File: config.mk
export PLATFORM = sky130hd
export DESIGN_NAME = csa_front
export DESIGN_NICKNAME = d
export VERILOG_FILES = /design/src/rtl/core/csa_pkg.sv /design/src/rtl/core/csa_front.sv
export SDC_FILE = /design/constraint.sdc
export NUM_CORES = 1
export LEC_CHECK = 0
export BUFFER_PORTS_ARGS = -buffer_cell sky130_fd_sc_hd__buf_2
export CORE_MARGIN = 3
export CORE_UTILIZATION = 34
export CTS_CLUSTER_SIZE = 25
export DETAILED_ROUTE_END_ITERATION = 12
export GPL_TIMING_DRIVEN = 0
export PLACE_DENSITY = 0.66
export SKIP_CTS_REPAIR_TIMING = 1
export SYNTH_ARGS = -nofsm -noshare
export SYNTH_HDL_FRONTEND = slang
export SYNTH_SLANG_ARGS = --single-unit
File: constraint.sdc
create_clock -name clk -period 1.84 [get_ports clk]
set_input_delay 0.092 -clock clk [delete_from_list [all_inputs] [get_ports clk]]
set_output_delay 0.092 -clock clk [all_outputs]
set_load 0.1 [all_outputs]
File: src/rtl/core/csa_pkg.sv
`timescale 1ns / 1ps

package csa_pkg;

    localparam int DataWidth = 64;

    typedef enum logic [2:0] {
        OP_ADD = 3'd0,
        OP_SUB = 3'd1,
        OP_MUL = 3'd2,
        OP_DIV = 3'd3,
        OP_MOD = 3'd4
    } op_t;

    typedef enum logic [2:0] {
        ST_OK      = 3'd0,
        ST_OVER    = 3'd1,
        ST_UNDER   = 3'd2,
        ST_DIVZERO = 3'd3,
        ST_UNKNOWN = 3'd4
    } status_t;

    // One operation in flight. hi and lo form the working pair of the
    // shift-and-add multiply or the restoring divide; mc is the
    // multiplicand or divisor magnitude.
    typedef struct packed {
        op_t                  op;
        status_t              status;
        logic                 neg;
        logic                 a_neg;
        logic [DataWidth:0]   hi;
        logic [DataWidth-1:0] lo;
        logic [DataWidth-1:0] mc;
    } csa_item_t;

endpackage

File: src/rtl/core/csa_front.sv
`timescale 1ns / 1ps

module csa_front
    import csa_pkg::*;
(
    input  logic                 clk,
    input  logic                 rst_n,
    input  logic                 advance,
    input  logic                 in_valid,
    input  logic [DataWidth-1:0] operand_a,
    input  logic [DataWidth-1:0] operand_b,
    input  logic [2:0]           command,
    output logic                 valid,
    output csa_item_t            item
);

    logic      valid_reg;
    csa_item_t item_reg;
    csa_item_t item_next;

    logic                 a_neg;
    logic                 b_neg;
    logic [DataWidth-1:0] a_mag;
    logic [DataWidth-1:0] b_mag;
    logic [DataWidth:0]   sum;

    always_comb
    begin
        a_neg = operand_a[DataWidth-1];
        b_neg = operand_b[DataWidth-1];
        a_mag = a_neg ? (~operand_a + 1'b1) : operand_a;
        b_mag = b_neg ? (~operand_b + 1'b1) : operand_b;
        if (command == OP_SUB)
        begin
            sum = {a_neg, operand_a} - {b_neg, operand_b};
        end
        else
        begin
            sum = {a_neg, operand_a} + {b_neg, operand_b};
        end

        item_next        = '0;
        item_next.status = ST_OK;
        item_next.a_neg  = a_neg;
        item_next.neg    = a_neg ^ b_neg;
        unique case (command)
            OP_ADD, OP_SUB:
            begin
                item_next.op = op_t'(command);
                item_next.lo = sum[DataWidth-1:0];
                // Sign of the wide sum tells the direction of the overflow.
                if (sum[DataWidth] != sum[DataWidth-1])
                begin
                    item_next.status = sum[DataWidth] ? ST_UNDER : ST_OVER;
                end
            end
            OP_MUL:
            begin
                item_next.op = OP_MUL;
                item_next.lo = b_mag;
                item_next.mc = a_mag;
            end
            OP_DIV, OP_MOD:
            begin
                item_next.op = op_t'(command);
                item_next.lo = a_mag;
                item_next.mc = b_mag;
                if (operand_b == '0)
                begin
                    item_next.status = ST_DIVZERO;
                end
            end
            default:
            begin
                item_next.op     = OP_ADD;
                item_next.status = ST_UNKNOWN;
            end
        endcase
    end

    always_ff @(posedge clk or negedge rst_n)
    begin
        if (!rst_n)
        begin
            valid_reg <= 1'b0;
        end
        else if (advance)
        begin
            valid_reg <= in_valid;
        end
    end

    always_ff @(posedge clk)
    begin
        if (advance)
        begin
            item_reg <= item_next;
        end
    end

    assign valid = valid_reg;
    assign item  = item_reg;

endmodule

Word-level counts from Yosys, hierarchy flattened --
Cells that the tools add are included.
Word-level totals: flip-flop bits (word level) 137, bits of input ports 135, output and inout bits 202, logic and storage cells 34
Cells by class: $add $sub $neg 4, eq/ne operators 5, multiplexer cells 10, bitwise operators 3, reductions and logical operators 5
Operators with widths (number):
- one-hot mux 64 bit (3 select lines) | 1
- adder 64 x 1 -> 64 bit (second input constant) | 2
- 2-to-1 mux 64 bit | 2
- NOT 64 bit | 2
- one-hot mux 64 bit (2 select lines) | 1
- adder 64 x 64 -> 65 bit | 1
- 2-to-1 mux 65 bit | 1
- subtractor 64 x 64 -> 65 bit | 1
- logical NOT 64 bit | 1
- one-hot mux 3 bit (3 select lines) | 1
- == test 3 x 2 -> 1 bit (second input constant) | 2
- 2-to-1 mux 2 bit | 3
- one-hot mux 3 bit (2 select lines) | 1
- OR reduction 2 bit | 2
- OR reduction 4 bit | 1
- == test 3 x 1 -> 1 bit (second input constant) | 1
- == test 3 bit (second input constant) | 1
- logical NOT 3 bit | 1
- inequality test 1 bit | 1
- XOR 1 bit | 1

Longest topological paths before layout --
depth after elaboration 5, gate-level depth with buffers 21, gate-level depth less buffers 21

Worst setup path before layout --
Ideal clock, no wire load.
path kind input-to-reg, start input operand_b[6], end register item_reg, in the netlist item[122], data pin, data arrival time 4845 ps, data required time 1575 ps, path slack -3271 ps, stages 19, cells stage by stage clkbuf_1 nor4_1 nand4_1 nor4b_1 nand2_1 o31ai_1 xor2_1 ha_1 clkbuf_1 a21oi_1 o21ai_0 a221o_1 a211o_1 o21ai_0 o21ai_0 a211oi_1 o21ai_0 a41o_1 or3_1
RTL lines:
- start, declared | RTL line csa_front.sv:11 | input logic [DataWidth-1:0] operand_b,
- end signal, assigned | RTL line csa_front.sv:97 | item_reg <= item_next;
- end, declared | RTL line csa_front.sv:18 | csa_item_t item_reg;

==> run summary <==
• 8.52 um^2 — syn avg cell area
• 0 — total of max-cap violations
• 0.304 — global-route total usage across every layer
• 0 ps — final worst clock skew
• 4 — number of levels in the clock H-tree
• 137 — Yosys reg bits
• 470 ps — source-to-sink clock delay at the later pin of the worst-skew pair
• 0.959 — final weighted congestion in routability-driven placement
• 52.0% — relative area change from synthesis to final layout
• 214 MHz — achievable frequency
• 2,283 — Layout Nets
• valid — source of the worst register-to-register timing path
• 6.06 — Vias per Instance
• 0 — number of slew-limit violations in the final report
• 4890 ps — Arrival @ worst endpoint
• command[2] — critical hold path startpoint
• 2,624 — number of non-filler instances in the completed layout
• 337 — I/O pins
• sky130_fd_sc_hd__buf_2, sky130_fd_sc_hd__buf_4, sky130_fd_sc_hd__xor2_1 — most frequent cells in the layout
• 0.0211 mm^2 — final instance area
• input pin to flop — class of the most critical setup path
• input pin — nature of the critical path startpoint
• 0 — final hold viol count
• 67 — unique cell type count in the Yosys netlist
• yes — TritonCTS clock tree
• 0 — Residual DRC
• 0.0433 mm^2 — die area
• 0.527 — Finished Core Util
• -2840 ps — final setup slack of the worst path
• 73 — Rows
• 0.296 — post-synthesis sequential area ratio
• sky130_fd_sc_hd__clkbuf_16 — CTS Root Buffer Type
• true — setup repair after global routing missed its margin
• sky130_fd_sc_hd__edfxtp_1 — ys flop type
• 71,500 um — aggregate routed wire length
• negative setup slack — violations in the final reports
• 2.54 — post-route fraction of the period consumed by the critical path
• 97,200 um — global-route wire length before repair
• input pin to flop — path type of the worst min-delay path
• 51,700 um — post-detail-place hpwl
• 0 — count of yosys warnings during synthesis
• 0.129 — Rel. slew slack
• 0.724 mV — worst-case vdd ir drop
• 0 — GRT Residual Overflow
• 136 — number of enable flip-flop cells after synthesis
• 27.3 um — average routed wire per standard cell
• 208 um — width of the chip
• 0.347 — initial cell density of the core
• 136 — max reg flops
• 87 — maximum number of pins on one net before global-route repair
• 17 — number of buffers created by CTS
• 5 — largest fanout on the critical path
• finished, violations left — status
• 0.00730 — asr flop ratio synth
• 0.0139 mm^2 — summed instance area of the synthesized netlist
• 0.0170 mm^2 — standard cell area after detailed placement
• 1310 ps — Least-Margin Pin Slew
• 14,600 — via count of the first global-routing pass
• 123 — total of endpoints with negative setup slack in the final report
• 3 — number of antenna violations at the first check in global routing
• 1,627 — First DRT Iteration DRCs
• 799 mW/mm^2 — Pwr per Cell Area
• 137 — clk sink count
• sky130_fd_sc_hd__buf_2 — commonest non-fill, non-tap cell in the layout
• 0.0400 mm^2 — floorplan core area
• 0.441 — share of post-route cells with drive strength above 1
• 2050 ps — Req. time, crit path
• 8.58 nW — Static Leak
• 0 — residual antenna-violating net count after detailed routing
• 4680 ps — min Tclk post-route
• 2,471 — count of placed standard cells including taps
• 1,628 — post-synthesis instance total
• flop — crit end category
• 60 ps — register clock-pin slew on the reported worst setup and hold paths
• 253 — count of buffers from port buffering
• operand_b[23] — first element of the critical path
• 208 um — die height
• 6 — number of detailed-route iterations in the first pass
• 2 — maximum root-to-sink buffer count
• 15,900 — Vias
==> worst max-delay path, stage by stage <==
cell and delay, ps:
sky130_fd_sc_hd__clkbuf_16 120, sky130_fd_sc_hd__or3_4 380, sky130_fd_sc_hd__or3_4 460, sky130_fd_sc_hd__or3_4 450, sky130_fd_sc_hd__or3_4 360, sky130_fd_sc_hd__or4_4 430, sky130_fd_sc_hd__nand2_2 80, sky130_fd_sc_hd__xor2_1 190
sky130_fd_sc_hd__ha_2 330, sky130_fd_sc_hd__a21oi_2 170, sky130_fd_sc_hd__o21ai_2 80, sky130_fd_sc_hd__a311oi_2 420, sky130_fd_sc_hd__nand4_1 170, sky130_fd_sc_hd__buf_6 190, sky130_fd_sc_hd__o21ai_4 170, sky130_fd_sc_hd__nand3_4 130
sky130_fd_sc_hd__a41oi_2 260, sky130_fd_sc_hd__xnor2_2 120, sky130_fd_sc_hd__a211o_1 280
==> per-stage QoR <==
stage	setup TNS (ps)	setup slack [ps]	power, mW	hold WS, ps
after CTS	-242680	-3860	15.5	-634
after detailed placement	-306350	-4340	11.9	-130
after global routing	-154920	-2890	17.4	26.5
after floorplan	-135240	-2560	10.1	-204
after global placement	-427780	-4360	11.9	-133
final	-150420	-2840	16.8	27.3
==> where the power goes <==
group / internal [mW] / leakage [nW] / switching [mW]
sequential: 3.87 / 1.32 / 0.0921
clock: 2.13 / 0.293 / 1.46
combinational: 2.58 / 6.96 / 6.71
total: 8.59 / 8.58 / 8.26
==> kinds of logic after synthesis <==
logic type,Yosys count,synth area share
and+or+nand+nor,443,0.159
buffers and inverters,197,0.0710
AOI/OAI and AO/OA,539,0.258
DFF,137,0.296
other,1,0.000270
adders and majority gates,68,0.0619
xor gates and xnor gates,239,0.151
muxes,4,0.00298
==> per-layer routing <==
metal / GRT usage / up-vias / routed length, um / part of all wire
met2: 0.464 / 1078 / 31100 / 0.43
met4: 0.149 / 0 / 4430 / 0.062
met1: 0.390 / 7670 / 27700 / 0.39
met3: 0.0956 / 236 / 8240 / 0.12
met5: 0 / - / 0 / 0
li1: - / 6914 / - / -
==> cells in the mapped netlist (all sizes together), types with 33 or more instances <==
cell | number | area (um^2)
clkbuf | 105 | 395
a21oi | 87 | 435
ha | 67 | 838
nand2 | 166 | 623
buf | 67 | 495
o22a | 41 | 359
xor2 | 188 | 1650
xnor2 | 51 | 447
o22ai | 82 | 513
nor2 | 60 | 225
o31ai | 53 | 398
nand3 | 33 | 165
edfxtp | 136 | 4080
o21ai | 118 | 594
==> final cells by class <==
class	count	area, um^2
multi-input combinational	1358	11900
tap	525	657
sequential	137	4110
buffer	156	1110
clock buffer	18	429
timing repair buffer	385	2580
antenna	6	15.0
inverter	25	113
fill	3691	18900
clock inverter	14	169
==> path summary, 6_finish.rpt <==
check                           cells after the start  slack (ps)   endpoint
worst max-delay path                               19       -2840  item[123]
worst min register to register                      1         510      valid
min in group asynchronous                           3         470      valid
worst max register to register                      1        1100      valid
max in group asynchronous                           3        1270      valid
worst min-delay path                                2          30  item[198]
Power figures use the tool's default switching activity.
