==> config.mk <==
export PLATFORM = sky130hd
export DESIGN_NAME = csa_back
export DESIGN_NICKNAME = d
export VERILOG_FILES = /design/src/rtl/core/csa_pkg.sv /design/src/rtl/core/csa_back.sv
export SDC_FILE = /design/constraint.sdc
export NUM_CORES = 1
export LEC_CHECK = 0
export BUFFER_PORTS_ARGS = -buffer_cell sky130_fd_sc_hd__buf_2
export CORE_ASPECT_RATIO = 0.5
export CORE_MARGIN = 2
export CORE_UTILIZATION = 49
export DETAILED_ROUTE_END_ITERATION = 12
export PLACE_DENSITY_LB_ADDON = 0.12
export SYNTH_ARGS = -nofsm -noshare
export SYNTH_HDL_FRONTEND = slang
export SYNTH_SLANG_ARGS = --single-unit
export TNS_END_PERCENT = 10
==> constraint.sdc <==
create_clock -name clk -period 0.8 [get_ports clk]
set_clock_uncertainty 0.2 [all_clocks]
set_input_delay 0.08 -clock clk [delete_from_list [all_inputs] [get_ports clk]]
set_output_delay 0.08 -clock clk [all_outputs]
set_load 0.05 [all_outputs]
==> src/rtl/core/csa_pkg.sv <==
`timescale 1ns / 1ps

package csa_pkg;

    localparam int DataWidth = 64;

    typedef enum logic [2:0] {
        OP_ADD = 3'd0,
        OP_SUB = 3'd1,
        OP_MUL = 3'd2,
        OP_DIV = 3'd3,
        OP_MOD = 3'd4
    } op_t;

    typedef enum logic [2:0] {
        ST_OK      = 3'd0,
        ST_OVER    = 3'd1,
        ST_UNDER   = 3'd2,
        ST_DIVZERO = 3'd3,
        ST_UNKNOWN = 3'd4
    } status_t;

    // One operation in flight. hi and lo form the working pair of the
    // shift-and-add multiply or the restoring divide; mc is the
    // multiplicand or divisor magnitude.
    typedef struct packed {
        op_t                  op;
        status_t              status;
        logic                 neg;
        logic                 a_neg;
        logic [DataWidth:0]   hi;
        logic [DataWidth-1:0] lo;
        logic [DataWidth-1:0] mc;
    } csa_item_t;

endpackage

==> src/rtl/core/csa_back.sv <==
`timescale 1ns / 1ps

module csa_back
    import csa_pkg::*;
(
    input  logic                 clk,
    input  logic                 rst_n,
    input  logic                 advance,
    input  logic                 prev_valid,
    input  csa_item_t            prev_item,
    output logic                 out_valid,
    output logic [DataWidth-1:0] result,
    output logic [2:0]           status
);

    logic                 valid_reg;
    logic [DataWidth-1:0] result_reg;
    logic [DataWidth-1:0] result_next;
    status_t              status_reg;
    status_t              status_next;
    logic [DataWidth-1:0] rem;

    always_comb
    begin
        status_next = prev_item.status;
        result_next = '0;
        rem         = prev_item.hi[DataWidth-1:0];
        unique case (prev_item.op)
            OP_ADD, OP_SUB:
            begin
                result_next = prev_item.lo;
            end
            OP_MUL:
            begin
                // Magnitude must fit below 2^63, or equal it for a negative product.
                if ((prev_item.hi[DataWidth-1:0] != '0) ||
                    (prev_item.lo[DataWidth-1] &&
                     (!prev_item.neg || (prev_item.lo[DataWidth-2:0] != '0))))
                begin
                    status_next = prev_item.neg ? ST_UNDER : ST_OVER;
                end
                else
                begin
                    result_next = prev_item.neg ? (~prev_item.lo + 1'b1) : prev_item.lo;
                end
            end
            OP_DIV:
            begin
                // A zero divisor keeps its own status over the quotient check.
                if ((prev_item.status == ST_OK) && !prev_item.neg &&
                    prev_item.lo[DataWidth-1])
                begin
                    status_next = ST_OVER;
                end
                else
                begin
                    result_next = prev_item.neg ? (~prev_item.lo + 1'b1) : prev_item.lo;
                end
            end
            OP_MOD:
            begin
                result_next = (prev_item.a_neg && (rem != '0)) ? (prev_item.mc - rem) : rem;
            end
            default:
            begin
                result_next = '0;
            end
        endcase
        if (status_next != ST_OK)
        begin
            result_next = '0;
        end
    end

    always_ff @(posedge clk or negedge rst_n)
    begin
        if (!rst_n)
        begin
            valid_reg <= 1'b0;
        end
        else if (advance)
        begin
            valid_reg <= prev_valid;
        end
    end

    always_ff @(posedge clk)
    begin
        if (advance)
        begin
            result_reg <= result_next;
            status_reg <= status_next;
        end
    end

    assign out_valid = valid_reg;
    assign result    = result_reg;
    assign status    = status_reg;

endmodule

==> results of run 1 <==
==> per-stage QoR <==
step,instances,hold WS [ns]
2_1_floorplan,1373,-0.416
3_5_place_dp,2330,-0.343
4_1_cts,2380,-0.234
3_3_place_gp,2330,-0.346
==> kinds of logic after synthesis <==
| logic type | after synthesis | synth area share |
|---|---|---|
| xor+xnor | 57 | 0.0510 |
| fa+ha+maj | 65 | 0.0839 |
| flops | 68 | 0.208 |
| simple gates | 502 | 0.258 |
| compound gates | 499 | 0.323 |
| mux | 5 | 0.00525 |
| buf+inv | 177 | 0.0705 |
==> metal layers <==
| metal | GRT overflow | GRT usage |
|---|---|---|
| met1 | 5 | 0.762 |
| met2 | 59 | 0.928 |
| met3 | 2 | 0.650 |
| met4 | 49 | 0.796 |
| met5 | 0 | 0.262 |
==> what timing repair did <==
action	4_1_cts
pin swaps	69
resized for setup	337
endpoints found under the hold margin	11
setup buffers	32
cloned	1
endpoints found under the setup margin	136
hold buffers	1
==> key figures, run 1 <==
Outcome
  – Outcome: did not finish
  – Stop stage: global routing (5_1_grt)
  – Error msg: [ERROR GRT-0232] Routing congestion too high. Check the congestion heatmap in the GUI.

Synthesis
  – Primary FF master, synth: edfxtp_1
  – Ys Warns: 0
  – Post-synthesis sequential area ratio: 0.208
  – Async SR Flop Fraction: 0.0147
  – Post-Syn Instances: 1373
  – Distinct cells, synth: 74
  – Synth top area cells: edfxtp_1 21%, a21oi_1 8.3%, ha_1 8.2%
  – Most frequent cell after synthesis: a21oi_1
  – Synthesized area: 9780 sq um
  – Synth area leader: edfxtp_1
  – Post-synth EDFFs: 67
  – Post-Syn Area per Cell: a little over 7 sq um
  – Post-synthesis register bit count: 68
  – Synth top area share: 0.206
  – Post-synth net total: ~1600
  – Post-synth top cells: 162 x a21oi_1, 150 x nand2_1, 128 x o21ai_0, 100 x nor2_1, 86 x inv_1

Floorplan
  – Initial core utilization: 0.501
  – Rows: 36
  – I/O pin total: 273
  – Die H: 104 um
  – Die X: 204 um

Place
  – Routability Congestion: 1.03
  – Place WS: -2.76 ns
  – Placed Area: 15500 sq um
  – Post-DP HPWL: 39.0 mm
  – PortBufs: 271

Timing
  – Worst-path endpoint category: sequential cell input
  – Post-GRT worst EP: result[58]$_SDFFCE_PP0P_/D

Global routing
  – Largest net degree at the start of global routing: 61
  – Total GRT Usage: 0.774
  – Final global-route overflow total: ~120

Clock tree
  – CTS max path bufs: 2
  – Root buf cell: clkbuf_16
  – Max H-tree Level: 3
  – Num Clock Sinks: 68
  – Num CTS Buffers: 9
==> run 2: changes to the inputs <==
- CORE_ASPECT_RATIO: 0.5 -> default
- CORE_UTILIZATION: 49 -> 34
- PLACE_DENSITY_LB_ADDON: 0.12 -> 0.15
- clock period: 0.8 -> 1.05 ns (I/O delays scaled with it)
==> run 2 against run 1 <==
The flow now finishes, with violations (hold timing, setup timing). Synthesized cell count is the same. Synthesized area is the same.
==> key figures, run 2 <==
Setup path
  – Worst path cell trace: buf_6, or4_4, or3_4, or4_4, or3_4, o21ai_4, xor2_2, o21ai_1, a41oi_1, a21oi_1
  – Crit. End Element: register
  – Critical path arrival: ~2.8 ns
  – WP data required: 0.94 ns
  – Crit path launch type: input port
  – Crit-path max cell delay: 0.57 ns
  – Path type of the worst setup path: input port to register
  – Delay-heaviest family, CP: simple AND/OR/NAND/NOR gates
  – Critical path's slowest cell: or4_4
  – Critical path fanouts, max: 5
  – Crit path buf inv count: 1

Finish
  – Layout cells sized above 1: 0.496
  – Area Growth Syn to Fin: 81.1%
  – Commonest non-fill, non-tap cell in the layout: buf_4
  – Commonest cells after routing, fill and taps aside: 517 x buf_4, 191 x buf_2, 146 x nand2_1
  – Final #Nets: 2386
  – Non-Filler Instances: about 2500
  – Fin area: 17700 sq um
  – Final Util: 0.621
  – Largest register FFs: 64

Synthesis
  – Post-synthesis sequential area ratio: 0.208
  – Ys Warns: 0
  – Synth top area share: 0.206
  – Primary FF master, synth: edfxtp_1
  – Post-Syn Area per Cell: slightly above 7 sq um
  – Post-synth EDFFs: 67
  – Synthesized area: 9780 sq um
  – Post-synthesis register bit count: 68
  – Post-synth net total: 1643
  – Async SR Flop Fraction: 0.0147
  – Synth area leader: edfxtp_1
  – Synth top area cells: edfxtp_1 21%, a21oi_1 8.3%, ha_1 8.2%
  – Distinct cells, synth: 74
  – Post-synth top cells: 162 x a21oi_1, 150 x nand2_1, 128 x o21ai_0, 100 x nor2_1, 86 x inv_1
  – Most frequent cell after synthesis: a21oi_1
  – Post-Syn Instances: approximately 1400

Timing
  – Tcrit/Tclk final: 2.80
  – Slew margin rel.: 0.469
  – Final worst setup slack: -1.89 ns
  – RSZ-0062 raised after global routing: yes
  – Hold Vio Cnt, Final: 3
  – Count of final setup violators: 135
  – Fmax: between 0.3 and 0.4 GHz
  – Hold_ws: -0.0690 ns
  – Max-slew violation count: 0
  – Least-Margin Pin Slew: 0.796 ns
  – Sum Neg Setup Slack: -124.01 ns
  – Fin crit period: 2.94 ns

Global routing
  – Vias in the first global route: about 13000
  – First-pass GRT wire length: 78.0 mm
  – Initial antenna violation count: 2
  – Largest net degree at the start of global routing: 61
  – Final global-route overflow total: 0
  – Total GRT Usage: 0.333

Place
  – PortBufs: 271
  – Placed Area: between 15000 and 20000 sq um
  – Post-DP HPWL: 42.3 mm
  – Routability Congestion: 0.967
  – Place WS: -2.52 ns
  – Dpl cells: 2457

Floorplan
  – Die ar.: 30100 sq um
  – Initial core utilization: 0.343
  – Die X: approximately 170 um
  – I/O pin total: approximately 270
  – Die H: 174 um
  – Rows: 62
  – Core region area: 28500 sq um

Clock tree
  – Clk_lat worst skew: 0.34 ns
  – Num Clock Sinks: 68
  – Hold_buf cts: 4
  – CTS max path bufs: 2
  – Clock-pin slew on the worst setup and hold paths: around 0.07 ns
  – CTS tree: built
  – Root buf cell: clkbuf_16
  – Max H-tree Level: 3
  – Num CTS Buffers: 9

Detailed routing
  – # DRC: 0
  – Final wirelength: 52.7 mm
  – WL per Instance: 21.0 um
  – Via count: approximately 14000
  – Drt initial violations: 1564
  – Antenna viol nets, final: 0
  – Detailed Routing Iterations Pass 1: 6
  – Vias per inst: approximately 5.6

Power
  – Peak supply drop: 0.000740 V
  – Design Power: between 10 and 15 mW
  – Pwr/cell area: between 800 and 900 nW/um^2
  – Pleak: just under 8 nW

Worst hold path
  – HP Class: input port to register

Outcome
  – Outcome: finished with violations
  – Failing checks: hold timing, setup timing

Run
  – Maximum Capacitance Violations: 0
run 2: kinds of logic (layout without fill, tap and decap cells):
family                   after synthesis  after routing  share of synthesized area
AND/OR/NAND/NOR                      502            502                      0.258
AO/OA/AOI/OAI                        499            499                      0.323
buffers and inverters                177            925                     0.0705
flip-flops                            68             68                      0.208
adder cells (fa/ha/maj)               65             65                     0.0839
XOR/XNOR                              57             57                     0.0510
multiplexers                           5              5                    0.00525
other                                  0              3                          0
run 2: path summary, 6_finish.rpt:
| kind | from | to | slack (ns) | depth (start not counted) |
|---|---|---|---|---|
| worst max-delay path | prev_item[83] | result[60] | -1.89 | 10 |
| worst min-delay path | advance | out_valid | -0.07 | 2 |
| max in group asynchronous | rst_n | out_valid | 0.14 | 3 |
| worst max register to register | out_valid | out_valid | 0.09 | 1 |
| min in group asynchronous | rst_n | out_valid | 0.40 | 3 |
| worst min register to register | out_valid | out_valid | 0.34 | 1 |
run 2: layout make-up:
type / instances / area (sq um)
timing repair buffer: 823 / 6320
multi-input combinational: 1128 / 8230
clock buffer: 9 / 225
fill: 2664 / 10800
clock inverter: 7 / 67.6
sequential: 68 / 2040
inverter: 86 / 345
antenna: 3 / 7.51
tap: 384 / 480
run 2: where the power goes:
group          total [mW]  internal (mW)  switching, mW
logic                8.55           3.90           4.65
registers            3.25           3.15          0.105
clock network        3.08           1.83           1.25
total                14.9           8.87           6.00
run 2: metal layers:
metal / up-vias / GRT usage / part of all wire
met5: - / 0 / 0
met4: 0 / 0.0833 / 0.030
met3: 93 / 0.0305 / 0.076
met2: 708 / 0.510 / 0.43
met1: 6692 / 0.502 / 0.47
li1: 6614 / - / -
run 2: repair_timing:
item,in CTS,in global routing
gates cloned,1,2
hold endpoints to repair,6,3
buffers inserted,21,7
endpoints found under the setup margin,135,135
pin swaps,50,52
resized for setup,262,163
No activity file was read; power rests on OpenSTA's default activity.
==> run 3: changes to the inputs <==
- CELL_PAD_IN_SITES_DETAIL_PLACEMENT: default -> 1
- CELL_PAD_IN_SITES_GLOBAL_PLACEMENT: default -> 1
- HOLD_SLACK_MARGIN: default -> 0.06
- clock period: 1.05 -> 3.2 ns (I/O delays scaled with it)
==> run 3 against run 2 <==
The flow finishes with violations (setup timing). Global-route usage up 1.4 points. Core utilization down 9.1 points. Sequential share of layout area up 2.0 points. Non-clock buffer count down 164. Wire length up 3.3%.
==> key figures, run 3 (synthesis results as in run 2) <==
Outcome
  – Outcome: finished with violations
  – Failing checks: setup timing

Floorplan
  – Die H: 174 um
  – Die ar.: roughly 30000 sq um
  – Die X: 174 um
  – I/O pin total: 273
  – Initial core utilization: 0.343
  – Rows: 62
  – Core region area: roughly 29000 sq um

Finish
  – Fillers: 3727
  – Final Util: 0.529
  – Commonest non-fill, non-tap cell in the layout: buf_4
  – Final #Nets: 2222
  – Fin area: 15100 sq um
  – Seq. cell area: 2040 sq um
  – Largest register FFs: 64
  – Area Growth Syn to Fin: 54.5%
  – Commonest cells after routing, fill and taps aside: 375 x buf_4, 270 x buf_2, 152 x a21oi_1
  – Layout cells sized above 1: 0.408
  – Area of the multi-input gates: 7590 sq um

Timing
  – Tcrit/Tclk final: 1.05
  – Least-Margin Pin Slew: 0.798 ns
  – Fin crit period: approximately 3.4 ns
  – Max-slew violation count: 0
  – Hold Vio Cnt, Final: 0
  – RSZ-0062 raised after global routing: yes
  – Final worst setup slack: -0.166 ns
  – Slew margin rel.: 0.468
  – Sum Neg Setup Slack: -0.875 ns
  – Fmax: 0.297 GHz
  – Count of final setup violators: 16

Clock tree
  – Max H-tree Level: 3
  – Root buf cell: clkbuf_16
  – Clock-pin slew on the worst setup and hold paths: 0.07 ns
  – CTS tree: built
  – Num CTS Buffers: 9
  – Num Clock Sinks: 68
  – Clk_lat worst skew: roughly 0.35 ns
  – CTS max path bufs: 2

Detailed routing
  – Final wirelength: 54.4 mm
  – # DRC: 0
  – Vias per inst: about 5.8
  – WL per Instance: 23.2 um
  – Drt initial violations: 1197
  – Antenna viol nets, final: 0
  – Via count: between 10000 and 15000
  – Detailed Routing Iterations Pass 1: 8

Setup path
  – R2R Path End: out_valid
  – Delay-heaviest family, CP: simple AND/OR/NAND/NOR gates
  – Critical Path End: result[58]
  – RR Startpoint: out_valid
  – Reg2Reg Setup Slack: 2.26 ns
  – Critical path's slowest cell: or4_4
  – Path type of the worst setup path: input port to register
  – CP startpoint: prev_item[93]
  – Critical path fanouts, max: 4
  – Crit-path max cell delay: around 0.55 ns
  – Worst path cell trace: buf_2, or4_4, nor4_1, nand3_1, o311ai_2, nand2_2, a221o_2, buf_4, or4_4, o21ai_1
  – Most used cell, CP: or4_4
  – Crit. End Element: register
  – WP data required: 3.21 ns
  – Crit path buf inv count: 2
  – Critical path arrival: about 3.4 ns
  – Worst Reg-to-Reg Cells: 1
  – Critical path depth in cells: 10
  – Crit path launch type: input port

Worst hold path
  – HP Class: input port to asynchronous set/reset pin

Place
  – Placed Area: around 14000 sq um
  – PortBufs: 271
  – Routability Congestion: 0.991
  – Post-DP HPWL: 45.0 mm

Power
  – Comb power frac: 0.546
  – Pwr/cell area: 295 nW/um^2
  – Internal power: 2.54 mW
  – Clock power frac: 0.218
  – Design Power: about 4.5 mW
  – P_sw: 1.91 mW
  – Peak supply drop: approximately 0.00023 V
  – Pleak: 6.70 nW
  – Sw frac: 0.429
  – Seq pwr share: 0.237

Global routing
  – Vias in the first global route: 13600
  – Largest net degree at the start of global routing: 61
  – Total GRT Usage: 0.347
  – First-pass GRT wire length: 80.6 mm
  – Final global-route overflow total: 0
  – Initial antenna violation count: 6

Run
  – Maximum Capacitance Violations: 0
[run 3: through the flow]
step	worst slack (ns)	hold slack [ns]	instances
finish	-0.166	0.0666	2345
global route	-0.200	0.0715	2345
CTS	-0.0228	0.0610	2336
detailed placement	-0.697	-0.104	2315
global placement	-0.577	-0.106	2315
floorplan	-0.155	-0.176	1373
[run 3: power by group through the flow]
stage	Sequential, mW	Combinational, mW	Clock (mW)
floorplan	1.25	0.919	0
global placement	1.07	2.22	0
detailed placement	1.07	2.27	0
CTS	1.05	2.31	0.966
global route	1.06	2.58	1.00
finish	1.05	2.43	0.969
[run 3: repair_timing]
action | CTS | global route
setup endpoints to repair | 42 | 57
buffers inserted | 3 | 5
resized for setup | 39 | 88
hold endpoints to repair | 2 | 0
hold buffers | 2 | 0
pin swaps | 10 | 26
[run 3: area by class of cell]
| type | instances | area share |
|---|---|---|
| clock inverter | 7 | 0.00348 |
| antenna | 4 | 0.000663 |
| inverter | 86 | 0.0215 |
| timing repair buffer | 659 | 0.290 |
| multi-input combinational | 1128 | 0.503 |
| sequential | 68 | 0.135 |
| clock buffer | 9 | 0.0149 |
| tap | 384 | 0.0318 |
[run 3: how the worst min path moves through the flow]
stage / end / slack [ns] / cells after the start
3_3_place_gp: out_valid / -0.11 / 1
6_report: out_valid / 0.07 / 2
2_1_floorplan: out_valid / -0.18 / 0
5_1_grt: out_valid / 0.07 / 2
4_1_cts: out_valid / 0.06 / 2
3_5_place_dp: out_valid / -0.10 / 1
[run 3: metal layers]
layer	part of all wire	up-vias	global-route usage
met4	0.039	4	0.122
met5	0.00039	-	0
met2	0.42	597	0.523
met3	0.072	108	0.0577
li1	-	6271	-
met1	0.47	6574	0.500
